<file path="config.mk">
export PLATFORM = sky130hd
export DESIGN_NAME = rbd_out
export DESIGN_NICKNAME = d
export VERILOG_FILES = /design/src/hw/rtl/rbd_pkg.sv /design/src/hw/rtl/rbd_out.sv
export SDC_FILE = /design/constraint.sdc
export NUM_CORES = 1
export LEC_CHECK = 0
export BUFFER_PORTS_ARGS = -buffer_cell sky130_fd_sc_hd__clkbuf_2
export CAP_MARGIN = 20
export CORE_MARGIN = 1.5
export CORE_UTILIZATION = 41
export CTS_BUF_LIST = sky130_fd_sc_hd__clkbuf_8 sky130_fd_sc_hd__clkbuf_16
export CTS_CLUSTER_SIZE = 28
export DETAILED_ROUTE_END_ITERATION = 6
export PLACE_DENSITY = 0.85
export SLEW_MARGIN = 20
export SYNTH_ARGS = -nofsm -noshare
export SYNTH_HDL_FRONTEND = slang
export SYNTH_SLANG_ARGS = --single-unit
</file>
<file path="constraint.sdc">
create_clock -name aclk -period 1.65 [get_ports aclk]
set_input_delay 0.33 -clock aclk [delete_from_list [all_inputs] [get_ports aclk]]
set_output_delay 0.33 -clock aclk [all_outputs]
set_load 0.005 [all_outputs]
</file>
<file path="src/hw/rtl/rbd_pkg.sv">
// Package for the 2x2 RGB box downsampler: widths, register codes and
// the per-channel add functions shared by the datapath modules.
// Depends on nothing.
`default_nettype none

package rbd_pkg;

    // Field and port widths.
    localparam int CH_W       = 8;
    localparam int NUM_CH     = 3;
    localparam int PAIR_W     = 9;
    localparam int PIX_W      = CH_W * NUM_CH;
    localparam int PAIRS_W    = PAIR_W * NUM_CH;
    localparam int HW_W       = 11;
    localparam int HH_W       = 13;
    localparam int CFG_IDX_W  = 1;
    localparam int CFG_DATA_W = 13;

    // Default depth of the line store, in output columns.
    localparam int DEF_MAX_HALF_WIDTH = 1024;

    // Configuration register indexes.
    typedef enum logic [CFG_IDX_W-1:0] {
        CFG_HALF_WIDTH  = 1'b0,
        CFG_HALF_HEIGHT = 1'b1
    } cfg_reg_t;

    // Position of the item being accepted, as seen by the datapath.
    typedef struct packed {
        logic odd_col;
        logic odd_row;
        logic last_out;
    } rbd_pos_t;

    // Adds one pixel to a set of horizontal pair sums, channel by channel.
    function automatic logic [PAIRS_W-1:0] pair_add(input logic [PAIRS_W-1:0] pairs,
                                                    input logic [PIX_W-1:0] pix);
        logic [PAIRS_W-1:0] res;
        res = '0;
        for (int c = 0; c < NUM_CH; c++) begin
            res[c*PAIR_W +: PAIR_W] = pairs[c*PAIR_W +: PAIR_W]
                                      + PAIR_W'(pix[c*CH_W +: CH_W]);
        end
        return res;
    endfunction

    // Widens a pixel into pair-sum format.
    function automatic logic [PAIRS_W-1:0] pix_to_pairs(input logic [PIX_W-1:0] pix);
        logic [PAIRS_W-1:0] res;
        res = '0;
        for (int c = 0; c < NUM_CH; c++) begin
            res[c*PAIR_W +: PAIR_W] = PAIR_W'(pix[c*CH_W +: CH_W]);
        end
        return res;
    endfunction

    // Sums an upper and a lower pair per channel and divides by four.
    function automatic logic [PIX_W-1:0] box_avg(input logic [PAIRS_W-1:0] upper,
                                                 input logic [PAIRS_W-1:0] lower);
        logic [PIX_W-1:0]  res;
        logic [PAIR_W:0]   sum;
        res = '0;
        sum = '0;
        for (int c = 0; c < NUM_CH; c++) begin
            sum = {1'b0, upper[c*PAIR_W +: PAIR_W]} + {1'b0, lower[c*PAIR_W +: PAIR_W]};
            res[c*CH_W +: CH_W] = sum[PAIR_W:2];
        end
        return res;
    endfunction

endpackage

`default_nettype wire

</file>
<file path="src/hw/rtl/rbd_out.sv">
// Output stage: adds the stored upper pairs to the lower pairs, divides by
// four and holds the result in the output register. Depends on rbd_pkg.
`default_nettype none

module rbd_out (
    input  wire logic                        aclk,
    input  wire logic                        aresetn,
    input  wire logic                        in_valid,
    output logic                             in_ready,
    input  wire logic [rbd_pkg::PAIRS_W-1:0] upper_pairs,
    input  wire logic [rbd_pkg::PAIRS_W-1:0] lower_pairs,
    input  wire logic                        in_last,
    output logic                             m_tvalid,
    input  wire logic                        m_tready,
    output logic [rbd_pkg::PIX_W-1:0]        m_tdata,
    output logic                             m_tlast
);
    import rbd_pkg::*;

    logic             valid_reg;
    logic [PIX_W-1:0] data_reg;
    logic             last_reg;
    logic             load;

    assign in_ready = ~valid_reg | m_tready;
    assign load     = in_valid & in_ready;

    // Output valid flag.
    always_ff @(posedge aclk) begin
        if (!aresetn) begin
            valid_reg <= 1'b0;
        end else if (in_ready) begin
            valid_reg <= in_valid;
        end
    end

    // Output payload.
    always_ff @(posedge aclk) begin
        if (load) begin
            data_reg <= box_avg(upper_pairs, lower_pairs);
            last_reg <= in_last;
        end
    end

    assign m_tvalid = valid_reg;
    assign m_tdata  = data_reg;
    assign m_tlast  = last_reg;

endmodule

`default_nettype wire
</file>
==> reports/qor.json <==
{
  "run_status": "completed",
  "worst-r2r-cell-count": 3,
  "synthDistinctLibCells": 33,
  "grt-ovfl-total": 0,
  "final_period_minus_worst_setup_slack_ns": 1.585,
  "hp-class": "input port to flop",
  "design.core.area_um2": 4029,
  "worst-r2r-setup-slack_ns": 0.57,
  "setup_viol": 0,
  "peakVddDrop_uv": 363.3,
  "seq_power_share_pct": 47.3,
  "design_area_um2": 2459,
  "cap_violations": 0,
  "cp-start-kind": "input port",
  "path_delay_family": "compound AO/OA/AOI/OAI gates",
  "htree_levels": 1,
  "layout-drive-gt1-share_pct": 45.21,
  "timing.hold.worst.start": "in_last",
  "cts.clk_slew.worst_paths_ns": 0.08,
  "timing.fmax_ghz": 0.6307,
  "worstPathRequired_ns": 1.67,
  "synth_sequential_area_ratio_pct": 44.48,
  "timing.final.crit_share_pct": 96.09,
  "grt_use_total_pct": 15.72,
  "grt_antenna_before_repair": 0,
  "yosys_warnings": 0,
  "critical_path.cell_chain": "clkbuf_2, ha_1, nand3_2, a2111oi_4, a311oi_2, xnor2_1",
  "p_comb_share_pct": 33.7,
  "switching_share_pct": 26.67,
  "synth_area_per_inst_um2": 11.55,
  "routabilityCongestion": 0.7855,
  "timing.critical_path.arrival_ns": 1.61,
  "hold_path_end": "m_tlast$_DFFE_PP_",
  "timing.rr.start": "m_tvalid$_SDFFE_PN0N_",
  "synthToLayoutAreaGrowth_pct": 41.88,
  "p_clk_share_pct": 19.0,
  "min_path_cells": 1,
  "post_drt_via_cell_ratio": 4.987,
  "place_hpwl_um": 3094,
  "num_antenna_cells": 0,
  "maximum_number_of_pins_on_one_net_before_global_route_repair": 26,
  "cts.root.buffer_cell": "clkbuf_8",
  "drt_pre_antenna_iters": 4,
  "grt_first_pass_wirelength_um": 5513,
  "floorplan.initialDensity_pct": 43.01,
  "numnets_final": 345,
  "drtAntennaViolNets": 0,
  "ys.flop_type": "edfxtp_1",
  "detail_route.iter0.violations": 56,
  "crit_fanout": 6,
  "clkSinkCount": 26,
  "wire_per_inst_um": 11.68,
  "floorplan.die.width_um": 68.01,
  "final.fill_count": 357,
  "worst_path_largest_cell_delay_ns": 0.46,
  "cell_internal_pwr_uw": 1322,
  "critical_setup_path_class": "input port to flop",
  "vias": 1551,
  "detailed_place.area_um2": 2410,
  "hold_violations": 0,
  "drc": 0,
  "cts_buffers": 3,
  "power.net_switching_uw": 480.9,
  "cp_num_buf_inv": 1,
  "timing_worst_slew_pin_value_ns": 0.4493,
  "clock_skew_ns": 0.007854,
  "post-layout-total-power_uw": 1803,
  "port_buffers": 85,
  "report.final.slew_viol_count": 0,
  "clock_path_buffers": 2,
  "dieArea_um2": 4625,
  "cp-end-kind": "flop",
  "grt_setup_unrepaired": "no",
  "clk_latency_ns": 0.26,
  "synth_enable_flop_cells": 25,
  "power.static_leakage_uw": 0.001191,
  "crit_slowest_cell": "a2111oi_4",
  "synth_nets": 233,
  "max_slew_margin_pct": 70.04,
  "utilization_pct": 61.02,
  "r2r_end": "m_tdata[13]$_DFFE_PP_",
  "asyncSetResetFlopFracSynth_pct": 0,
  "synth.cell_area_um2": 1733,
  "post_synth_inst_count": 150,
  "tritoncts_clock_tree": "built",
  "row_count": 23,
  "yosys_register_bits": 26,
  "grt_pass1_vias": 1442,
  "postRouteWirelength_um": 3631,
  "p_per_area_nw_per_um2": 733.4,
  "io_pins": 86,
  "finalSetupTns_ns": 0,
  "fp.dieH_um": 68.01
}
sequential cells by signal, summed over array words and instances (netlist names):
signal and count:
m_tdata 24, m_tlast 1, m_tvalid 1
what timing repair did:
item | 4_1_cts | 5_1_grt
gates resized for setup | 0 | 1
hold buffers | 0 | 0
buffers inserted | 0 | 0
endpoints found under the setup margin | 0 | 1
per-stage QoR:
step / hold WS (ns) / instances / setup WS, ns
2_1_floorplan: 0.4289 / 150 / -0.03249
3_3_place_gp: 0.5147 / 307 / -0.1764
3_5_place_dp: 0.5187 / 307 / -0.2189
4_1_cts: 0.2445 / 311 / 0.07556
5_1_grt: 0.2469 / 311 / 0.007628
6_report: 0.2507 / 311 / 0.06451
worst max-delay path by stage:
| stage | startpoint | slack [ns] | depth (start not counted) | endpoint |
|---|---|---|---|---|
| 2_1_floorplan | upper_pairs[19] | -0.03 | 5 | m_tdata[22]$_DFFE_PP_ |
| 3_3_place_gp | upper_pairs[19] | -0.18 | 6 | m_tdata[22]$_DFFE_PP_ |
| 3_5_place_dp | upper_pairs[19] | -0.22 | 6 | m_tdata[22]$_DFFE_PP_ |
| 4_1_cts | upper_pairs[19] | 0.08 | 6 | m_tdata[22]$_DFFE_PP_ |
| 5_1_grt | upper_pairs[22] | 0.008 | 6 | m_tdata[22]$_DFFE_PP_ |
| 6_report | upper_pairs[19] | 0.06 | 6 | m_tdata[22]$_DFFE_PP_ |
power groups by stage:
stage                     sequential [uW]  combinational, uW  clock [uW]
final                                 853                608         342
after global routing                  861                680         376
after CTS                             854                613         359
after detailed placement              869                608           0
after global placement                866                587           0
after floorplan                       879                315           0
cells in the final DEF, fill, tap and decap left out, types with 2 or more instances in the layout:
master and instances:
a211oi_1 3, a21boi_0 2, a21o_1 3, a21oi_1 9
a221oi_1 3, a31oi_1 2, and2_1 2, and3_1 5
buf_4 21, clkbuf_2 85, clkbuf_8 3, edfxtp_1 25
ha_1 24, inv_1 10, nand2_1 5, nand2b_1 3
nand3_1 3, nand4_1 3, nor2_1 11, nor3_2 2
o21ai_0 2, o21bai_1 3, xnor2_1 12, xor2_1 4
layer usage:
layer,up-vias,track usage (%),share of wire [%]
met5,-,0,0
met4,0,2.250,0.39
met3,2,7.072,11
met2,63,31.19,51
met1,684,14.85,38
li1,802,-,-
cell usage after synthesis, drive strengths merged (2+ instances only):
cell type	instances	share of area, %
edfxtp	25	43
ha	24	17
xnor2	12	6.1
nor2	11	2.4
a21oi	10	2.9
inv	9	1.9
and3	5	1.8
nand2	5	1.1
a211oi	4	2.0
a221oi	4	2.0
nand3	4	1.2
xor2	4	2.0
a21o	3	1.3
nand2b	3	1.1
nand4	3	1.1
nor3	3	1.4
o21bai	3	1.3
a21boi	2	0.87
a31oi	2	0.72
and2	2	0.72
o21ai	2	0.58
layout make-up:
type                       instances  area, um^2  share of cell area (%)
clock buffer                       3       41.29                   1.679
sequential                        26       770.7                   31.35
inverter                           9       33.78                   1.374
timing repair buffer             107       603.1                   24.53
tap                               50       62.56                   2.545
multi-input combinational        115       943.4                   38.37
clock inverter                     1       3.754                  0.1527
cells by family (layout without fill, tap and decap cells):
group,count (synthesis),count (layout),share of synthesized area [%]
xor+xnor,16,16,8.086
simple gates,38,38,11.55
flops,26,26,44.48
compound gates,37,37,16.61
buf+inv,9,120,1.949
fa+ha+maj,24,24,17.33
Power figures use the tool's default switching activity.
