**config.mk**
```make
export PLATFORM = sky130hd
export DESIGN_NAME = rbd_ctrl
export DESIGN_NICKNAME = d
export VERILOG_FILES = /design/src/hw/rtl/rbd_pkg.sv /design/src/hw/rtl/rbd_ctrl.sv
export SDC_FILE = /design/constraint.sdc
export NUM_CORES = 1
export LEC_CHECK = 0
export BUFFER_PORTS_ARGS = -buffer_cell sky130_fd_sc_hd__buf_4
export CAP_MARGIN = 40
export CORE_MARGIN = 2
export CORE_UTILIZATION = 64
export DETAILED_ROUTE_END_ITERATION = 10
export PLACE_DENSITY = 0.82
export REMOVE_ABC_BUFFERS = 1
export SYNTH_ARGS = -nofsm -noshare
export SYNTH_HDL_FRONTEND = slang
export SYNTH_SLANG_ARGS = --single-unit
```
**constraint.sdc**
```tcl
create_clock -name aclk -period 10.26 [get_ports aclk]
set_input_delay 1.026 -clock aclk [delete_from_list [all_inputs] [get_ports aclk]]
set_output_delay 1.026 -clock aclk [all_outputs]
set_load 0.02 [all_outputs]
```
**src/hw/rtl/rbd_pkg.sv**
```systemverilog
// Package for the 2x2 RGB box downsampler: widths, register codes and
// the per-channel add functions shared by the datapath modules.
// Depends on nothing.
`default_nettype none

package rbd_pkg;

    // Field and port widths.
    localparam int CH_W       = 8;
    localparam int NUM_CH     = 3;
    localparam int PAIR_W     = 9;
    localparam int PIX_W      = CH_W * NUM_CH;
    localparam int PAIRS_W    = PAIR_W * NUM_CH;
    localparam int HW_W       = 11;
    localparam int HH_W       = 13;
    localparam int CFG_IDX_W  = 1;
    localparam int CFG_DATA_W = 13;

    // Default depth of the line store, in output columns.
    localparam int DEF_MAX_HALF_WIDTH = 1024;

    // Configuration register indexes.
    typedef enum logic [CFG_IDX_W-1:0] {
        CFG_HALF_WIDTH  = 1'b0,
        CFG_HALF_HEIGHT = 1'b1
    } cfg_reg_t;

    // Position of the item being accepted, as seen by the datapath.
    typedef struct packed {
        logic odd_col;
        logic odd_row;
        logic last_out;
    } rbd_pos_t;

    // Adds one pixel to a set of horizontal pair sums, channel by channel.
    function automatic logic [PAIRS_W-1:0] pair_add(input logic [PAIRS_W-1:0] pairs,
                                                    input logic [PIX_W-1:0] pix);
        logic [PAIRS_W-1:0] res;
        res = '0;
        for (int c = 0; c < NUM_CH; c++) begin
            res[c*PAIR_W +: PAIR_W] = pairs[c*PAIR_W +: PAIR_W]
                                      + PAIR_W'(pix[c*CH_W +: CH_W]);
        end
        return res;
    endfunction

    // Widens a pixel into pair-sum format.
    function automatic logic [PAIRS_W-1:0] pix_to_pairs(input logic [PIX_W-1:0] pix);
        logic [PAIRS_W-1:0] res;
        res = '0;
        for (int c = 0; c < NUM_CH; c++) begin
            res[c*PAIR_W +: PAIR_W] = PAIR_W'(pix[c*CH_W +: CH_W]);
        end
        return res;
    endfunction

    // Sums an upper and a lower pair per channel and divides by four.
    function automatic logic [PIX_W-1:0] box_avg(input logic [PAIRS_W-1:0] upper,
                                                 input logic [PAIRS_W-1:0] lower);
        logic [PIX_W-1:0]  res;
        logic [PAIR_W:0]   sum;
        res = '0;
        sum = '0;
        for (int c = 0; c < NUM_CH; c++) begin
            sum = {1'b0, upper[c*PAIR_W +: PAIR_W]} + {1'b0, lower[c*PAIR_W +: PAIR_W]};
            res[c*CH_W +: CH_W] = sum[PAIR_W:2];
        end
        return res;
    endfunction

endpackage

`default_nettype wire

```
**src/hw/rtl/rbd_ctrl.sv**
```systemverilog
// Frame position control: size registers, column/row counters and phases.
// Depends on rbd_pkg.
`default_nettype none

module rbd_ctrl #(
    parameter int MAX_HALF_WIDTH = rbd_pkg::DEF_MAX_HALF_WIDTH,
    parameter int CW             = (MAX_HALF_WIDTH > 1) ? $clog2(MAX_HALF_WIDTH) : 1
) (
    input  wire logic                          aclk,
    input  wire logic                          aresetn,
    input  wire logic                          cfg_valid,
    input  wire logic [rbd_pkg::CFG_IDX_W-1:0] cfg_index,
    input  wire logic [rbd_pkg::CFG_DATA_W-1:0] cfg_data,
    input  wire logic                          advance,
    output rbd_pkg::rbd_pos_t                  pos,
    output logic [CW-1:0]                      slot
);
    import rbd_pkg::*;

    logic [HW_W-1:0] half_width_reg;
    logic [HH_W-1:0] half_height_reg;
    logic [CW-1:0]   col_count_reg, col_count_next;
    logic [HH_W-1:0] row_count_reg, row_count_next;
    logic            col_phase_reg, col_phase_next;
    logic            row_phase_reg, row_phase_next;
    logic [CW-1:0]   w_last;
    logic [HH_W-1:0] h_last;
    logic            last_col;
    logic            last_row;

    // Configuration writes; the port never stalls.
    always_ff @(posedge aclk) begin
        if (!aresetn) begin
            half_width_reg  <= HW_W'(1);
            half_height_reg <= HH_W'(1);
        end else if (cfg_valid) begin
            unique case (cfg_reg_t'(cfg_index))
                CFG_HALF_WIDTH:  half_width_reg  <= cfg_data[HW_W-1:0];
                CFG_HALF_HEIGHT: half_height_reg <= cfg_data[HH_W-1:0];
                default: ;
            endcase
        end
    end

    // Last column and row index, with zero read as one and the width
    // clamped to the line store depth.
    always_comb begin
        if (half_width_reg == '0) begin
            w_last = '0;
        end else if (32'(half_width_reg) > 32'(MAX_HALF_WIDTH)) begin
            w_last = CW'(MAX_HALF_WIDTH - 1);
        end else begin
            w_last = CW'(half_width_reg - HW_W'(1));
        end
        h_last   = (half_height_reg == '0) ? '0 : half_height_reg - HH_W'(1);
        last_col = col_count_reg >= w_last;
        last_row = row_count_reg >= h_last;
    end

    // Counter advance on each accepted item.
    always_comb begin
        col_count_next = col_count_reg;
        row_count_next = row_count_reg;
        col_phase_next = ~col_phase_reg;
        row_phase_next = row_phase_reg;
        if (col_phase_reg) begin
            if (last_col) begin
                col_count_next = '0;
                row_phase_next = ~row_phase_reg;
                if (row_phase_reg) begin
                    row_count_next = last_row ? '0 : row_count_reg + HH_W'(1);
                end
            end else begin
                col_count_next = col_count_reg + CW'(1);
            end
        end
    end

    always_ff @(posedge aclk) begin
        if (!aresetn) begin
            col_count_reg <= '0;
            row_count_reg <= '0;
            col_phase_reg <= 1'b0;
            row_phase_reg <= 1'b0;
        end else if (advance) begin
            col_count_reg <= col_count_next;
            row_count_reg <= row_count_next;
            col_phase_reg <= col_phase_next;
            row_phase_reg <= row_phase_next;
        end
    end

    assign pos.odd_col  = col_phase_reg;
    assign pos.odd_row  = row_phase_reg;
    assign pos.last_out = last_col & last_row;
    assign slot         = col_count_reg;

endmodule

`default_nettype wire

```
==> results of run 1 <==
## area by class of cell
class	instances	share of cell area
repair buffers	31	0.0679
inverters	9	0.00986
well taps	54	0.0197
multi-input cells	318	0.588
clock inverters	3	0.00767
flip-flops and latches	49	0.286
clock buffers	5	0.0201
## cells by family (layout without fill, tap and decap cells)
| logic type | Yosys count | in the layout |
|---|---|---|
| compound gates | 90 | 90 |
| xor+xnor | 24 | 24 |
| flops | 49 | 49 |
| simple gates | 176 | 176 |
| buf+inv | 23 | 48 |
| fa+ha+maj | 27 | 27 |
| mux | 1 | 1 |
## worst paths after layout
check / to / cells past startpoint
max: pos[0] / 12
max reg2reg: row_count_reg[4] / 13
min: half_width_reg[6] / 2
min reg2reg: half_width_reg[6] / 2
## layer usage
layer | wire length [um] | vias to the layer above
met5 | 0 | -
met4 | 88 | 0
li1 | - | 1417
met1 | 3200 | 1244
met2 | 3020 | 31
met3 | 155 | 9
## power by group
group / internal [mW] / switching (mW)
Clock: 0.0498 / 0.0723
Combinational: 0.0308 / 0.0400
Sequential: 0.196 / 0.00753
## worst min-delay path, cell delays in order, from the launching register on
cell	delay, ns
sky130_fd_sc_hd__dfxtp_1	0.35
sky130_fd_sc_hd__nand2_1	0.06
sky130_fd_sc_hd__a21boi_0	0.06
## synthesized netlist by cell type (all sizes together), types with 4 or more instances
cell,count,area (sq um)
a211oi,4,30.0
a21boi,22,165
a21oi,16,80.1
a22oi,10,75.1
and2,11,71.3
and3,6,37.5
clkbuf,11,41.3
dfxtp,49,981
ha,27,338
inv,9,33.8
nand2,86,323
nand2b,5,31.3
nand3,10,55.1
nand4,5,31.3
nor2,22,82.6
nor2b,4,25.0
nor3,8,51.3
o21ai,17,85.1
o31ai,6,45.0
or3,7,48.8
xnor2,8,70.1
xor2,16,140
==> out/metrics.cfg, run 1 <==
[outcome]
outcome=finished clean

[clock_network]
cts_repair_resize_count=0
cts_clock_pin_slew_for_the_worst_setup_and_hold_paths_ns=0.10
worstSkewPairLatency_ns=0.31
cts_hold_buf=0
ctsHtreeMaxLevel=2
clk_path_buf_depth=2
cts-root-buf=sky130_fd_sc_hd__clkbuf_8
tritoncts_clock_tree=built
post-cts-setup-buffers=0
cts_sinks=49
tritoncts.num_buffers=5

[global_routing]
grt_start_max_net_pins=31
grt_overflow_total=0
top_usage_layer=met2
vias_in_the_first_global_route=2458
number_of_antenna_violations_at_the_first_check_in_global_routing=0
grt_use_total=0.251
met1_usage=0.335
gr-usage-met3=0.0439
use_met2=0.416
grt_first_pass_wirelength_um=10800

[sta]
timing.final.max_slew_violations=0
timing.fmax_mhz=210
tightest_slew_ns=0.843
finalWorstPathRequiredPeriod_ns=4.76
final_hold_vio_count=0
fin_skew_ns=0.00921
fin_hold_ws_ns=0.505
report.final.setup_viol=0
setup-tns-final_ns=0
max_slew_margin=0.437
timing.final.crit_share=0.464
timing.final.ws_setup_ns=5.50
grt_setup_unrepaired=no

[critical_path]
path_cells=nor4_1, nand2_1, nor4_2, nand2_1, a221oi_1, ha_1, inv_1, a211oi_1, or3_1, nor2_1, nor2_1, buf_4
crit_path_start_kind=flip-flop
crit_path_end_kind=output pin
worst-path-buf-inv=2
category_of_the_most_critical_setup_path=flip-flop to output pin
setup.reg_to_reg.worst_slack_ns=6.23
critical_path_required_ns=9.23
crit_family=simple AND/OR/NAND/NOR gates
cp_max_fo=8
crit_arrival_ns=3.73
crit_slowest_cell=sky130_fd_sc_hd__nor4_2
critPathMaxStageDelay_ns=0.54
critical_path.reg2reg.startpoint=half_height_reg[2]
critPathLaunch=half_width_reg[3]

[floorplan]
effective_utilization_at_floorplan=0.660
dieWidth_um=73.6
dieHeight_um=73.6
top_level_ports=31
row_count=25
core_sq_mm=0.00469
area_enclosed_by_the_die_boundary_sq_mm=0.00541

[final_layout]
final_layout_size_suffix_gt1_frac=0.113
finish.cell_count_without_fillers=469
final_cell_mix=sky130_fd_sc_hd__nand2_1, sky130_fd_sc_hd__dfxtp_1, sky130_fd_sc_hd__buf_4, sky130_fd_sc_hd__ha_1
finalCoreUtilization=0.730
fin_area_sq_mm=0.00343
n_antenna_cell=0
area.sequential_sq_um=981
multi_input_logic_area_sq_mm=0.00202
layout_commonest_cell=sky130_fd_sc_hd__nand2_1
layout-area-overhead-vs-synth_pct=10.6
finish.net_count=459
layout.filler_cells=399

[route]
route.final.wire_length_um=6460
viasPerCell=5.76
dr.first_iter.drc_count=93
routed-via-count=2701
ant_nets=0
post_detailed_route_drc_marker_count=0
detailedRoute.firstPassIterationCount=4
post_drt_wl_per_cell_um=13.8

[synth]
ys_async_sr_fraction=0
synth_top_family_by_area=simple AND/OR/NAND/NOR gates
adder_and_majority_gate_portion_of_the_synthesized_area=0.109
post_synth_mux_area_share=0.00363
ys_ff_latch=49
synth_compound_gate_area_share=0.194
ys_warn_count=0
cell_variety_after_synth=50
synth_area_in_xor_xnor=0.0679
syn-cell-area_sq_mm=0.00310
area_share_of_and_or_nand_nor_cells_after_synthesis=0.276
ys.flop_type=sky130_fd_sc_hd__dfxtp_1
edff_count_synth=0
post_synth_inst_count=390
proportion_of_synthesized_chip_area_in_sequential_cells=0.317
synthesis.area_per_instance_sq_um=7.94

[placement]
hpwl_um=4940
dpl-instance-area_sq_mm=0.00333
placement.io_buffers=30
finalWeightedCongestion=0.869
placement.setup.worst_slack_ns=5.87
dp.cells=461

[run]
maxCapViolations=0

[worst_hold_path]
worst_hold_startpoint=half_width_reg[6]
min_path_type=flip-flop to flip-flop

[pwr]
power.total_mw=0.396
pwr_density_cell_mw_per_mm2=116
p_leak_nw=1.41
vdd_ir_drop_max_uv=87.9

No activity file was read; power rests on OpenSTA's default activity.
==> run 2: changes to the inputs <==
CORE_UTILIZATION = 59   (was 64)
PLACE_DENSITY = 0.77   (was 0.82)
clock period = 4.75 ns   (was 10.26 ns; I/O delays follow)
==> out/metrics.cfg, run 2 (synthesis gave the netlist of run 1 again) <==
[outcome]
outcome=finished clean

[clock_network]
cts_clock_pin_slew_for_the_worst_setup_and_hold_paths_ns=0.09
clk_path_buf_depth=2
post-cts-setup-buffers=0
cts-root-buf=sky130_fd_sc_hd__clkbuf_8
tritoncts.num_buffers=5
worstSkewPairLatency_ns=0.30
cts_repair_resize_count=0
tritoncts_clock_tree=built
cts_hold_buf=0
ctsHtreeMaxLevel=2
cts_sinks=49

[critical_path]
crit_arrival_ns=3.79
critPathMaxStageDelay_ns=0.55
worst-path-buf-inv=3
path_cells=inv_1, ha_1, nor2b_1, nand2_1, nor4_2, nand2_1, a221oi_1, ha_1, inv_1, a211oi_1, or3_1, nor2_1, nor2_1, buf_4
category_of_the_most_critical_setup_path=flip-flop to output pin
crit_slowest_cell=sky130_fd_sc_hd__nor4_2
cp_max_fo=8
crit_path_end_kind=output pin
critical_path_required_ns=4.28
crit_family=simple AND/OR/NAND/NOR gates
crit_path_start_kind=flip-flop
setup.reg_to_reg.worst_slack_ns=0.73

[placement]
dpl-instance-area_sq_mm=0.00335
finalWeightedCongestion=0.834
placement.io_buffers=30
hpwl_um=5100

[floorplan]
dieHeight_um=76.5
core_sq_mm=0.00507
area_enclosed_by_the_die_boundary_sq_mm=0.00585
top_level_ports=31
dieWidth_um=76.5
row_count=26
effective_utilization_at_floorplan=0.610

[final_layout]
final_cell_mix=sky130_fd_sc_hd__nand2_1, sky130_fd_sc_hd__dfxtp_1, sky130_fd_sc_hd__buf_4, sky130_fd_sc_hd__ha_1
final_layout_size_suffix_gt1_frac=0.113
finish.net_count=459
multi_input_logic_area_sq_mm=0.00202
fin_area_sq_mm=0.00344
layout.filler_cells=479
layout_commonest_cell=sky130_fd_sc_hd__nand2_1
layout-area-overhead-vs-synth_pct=10.9
n_antenna_cell=0
area.sequential_sq_um=981

[worst_hold_path]
min_path_type=primary input to flip-flop

[sta]
fin_hold_ws_ns=0.416
report.final.setup_viol=0
finalWorstPathRequiredPeriod_ns=4.26
setup-tns-final_ns=0
grt_setup_unrepaired=no
max_slew_margin=0.388
fin_skew_ns=0.00460
tightest_slew_ns=0.917
final_hold_vio_count=0
timing.fmax_mhz=235
timing.final.max_slew_violations=0
timing.final.crit_share=0.897

[global_routing]
grt_use_total=0.236
grt_start_max_net_pins=31
number_of_antenna_violations_at_the_first_check_in_global_routing=0
vias_in_the_first_global_route=2520
grt_first_pass_wirelength_um=11400
grt_overflow_total=0

[run]
maxCapViolations=0

[pwr]
p_leak_nw=1.41
pwr_density_cell_mw_per_mm2=243
vdd_ir_drop_max_uv=179

[route]
viasPerCell=5.68
ant_nets=0
routed-via-count=2753
route.final.wire_length_um=6610
post_detailed_route_drc_marker_count=0
dr.first_iter.drc_count=101
detailedRoute.firstPassIterationCount=5
post_drt_wl_per_cell_um=13.6

## run 2: changes by cell type in the layout (fill, tap and decap cells not counted), sizes merged
cell | previous run | this run
clkinvlp | 0 | 1
inv | 10 | 9
## run 2: worst paths after layout
| check | from | to | depth (start not counted) |
|---|---|---|---|
| max | half_width_reg[0] | pos[0] | 14 |
| min | cfg_data[0] | half_height_reg[0] | 3 |
| max reg2reg | half_width_reg[0] | row_count_reg[3] | 14 |
| min reg2reg | half_height_reg[12] | half_height_reg[12] | 2 |
## run 2: per-layer routing
layer	GRT usage	vias up	wire (um)
li1	-	1414	-
met1	0.335	1292	3280
met2	0.381	41	3100
met3	0.0379	6	196
met4	0.0436	0	33
met5	0	-	0
## run 2: area by class of cell
class,instances,area share
multi-input combinational,318,0.586
clock inverter,3,0.00510
inverter,9,0.00983
sequential,49,0.285
tap,70,0.0255
timing repair buffer,31,0.0677
clock buffer,5,0.0200
## run 2: worst reg2reg max path, stage by stage, from the launching register on
cell,delay (ns)
sky130_fd_sc_hd__dfxtp_1,0.34
sky130_fd_sc_hd__inv_1,0.10
sky130_fd_sc_hd__ha_1,0.18
sky130_fd_sc_hd__nor2b_1,0.28
sky130_fd_sc_hd__nand2_1,0.18
sky130_fd_sc_hd__nor4_2,0.55
sky130_fd_sc_hd__nand2_1,0.24
sky130_fd_sc_hd__a221oi_1,0.41
sky130_fd_sc_hd__ha_1,0.19
sky130_fd_sc_hd__inv_1,0.04
sky130_fd_sc_hd__a211oi_1,0.23
sky130_fd_sc_hd__or3_1,0.21
sky130_fd_sc_hd__nor2_1,0.07
sky130_fd_sc_hd__nand4b_1,0.50
sky130_fd_sc_hd__o31ai_1,0.40
## run 2: stage by stage
step                       util  total power, mW  setup slack [ns]  std cells
after floorplan               -            0.551              1.22        376
after global placement    0.660            0.595             0.854        477
after global routing      0.677            0.883             0.130        485
final                     0.677            0.835             0.488        485
after detailed placement  0.660            0.601             0.714        477
after CTS                 0.677            0.841             0.499        485
## run 2: power breakdown
part | internal (mW) | switching [mW] | leakage, nW
Combinational | 0.0665 | 0.0862 | 0.967
Sequential | 0.422 | 0.0162 | 0.398
Clock | 0.102 | 0.142 | 0.0439
Total | 0.591 | 0.245 | 1.41
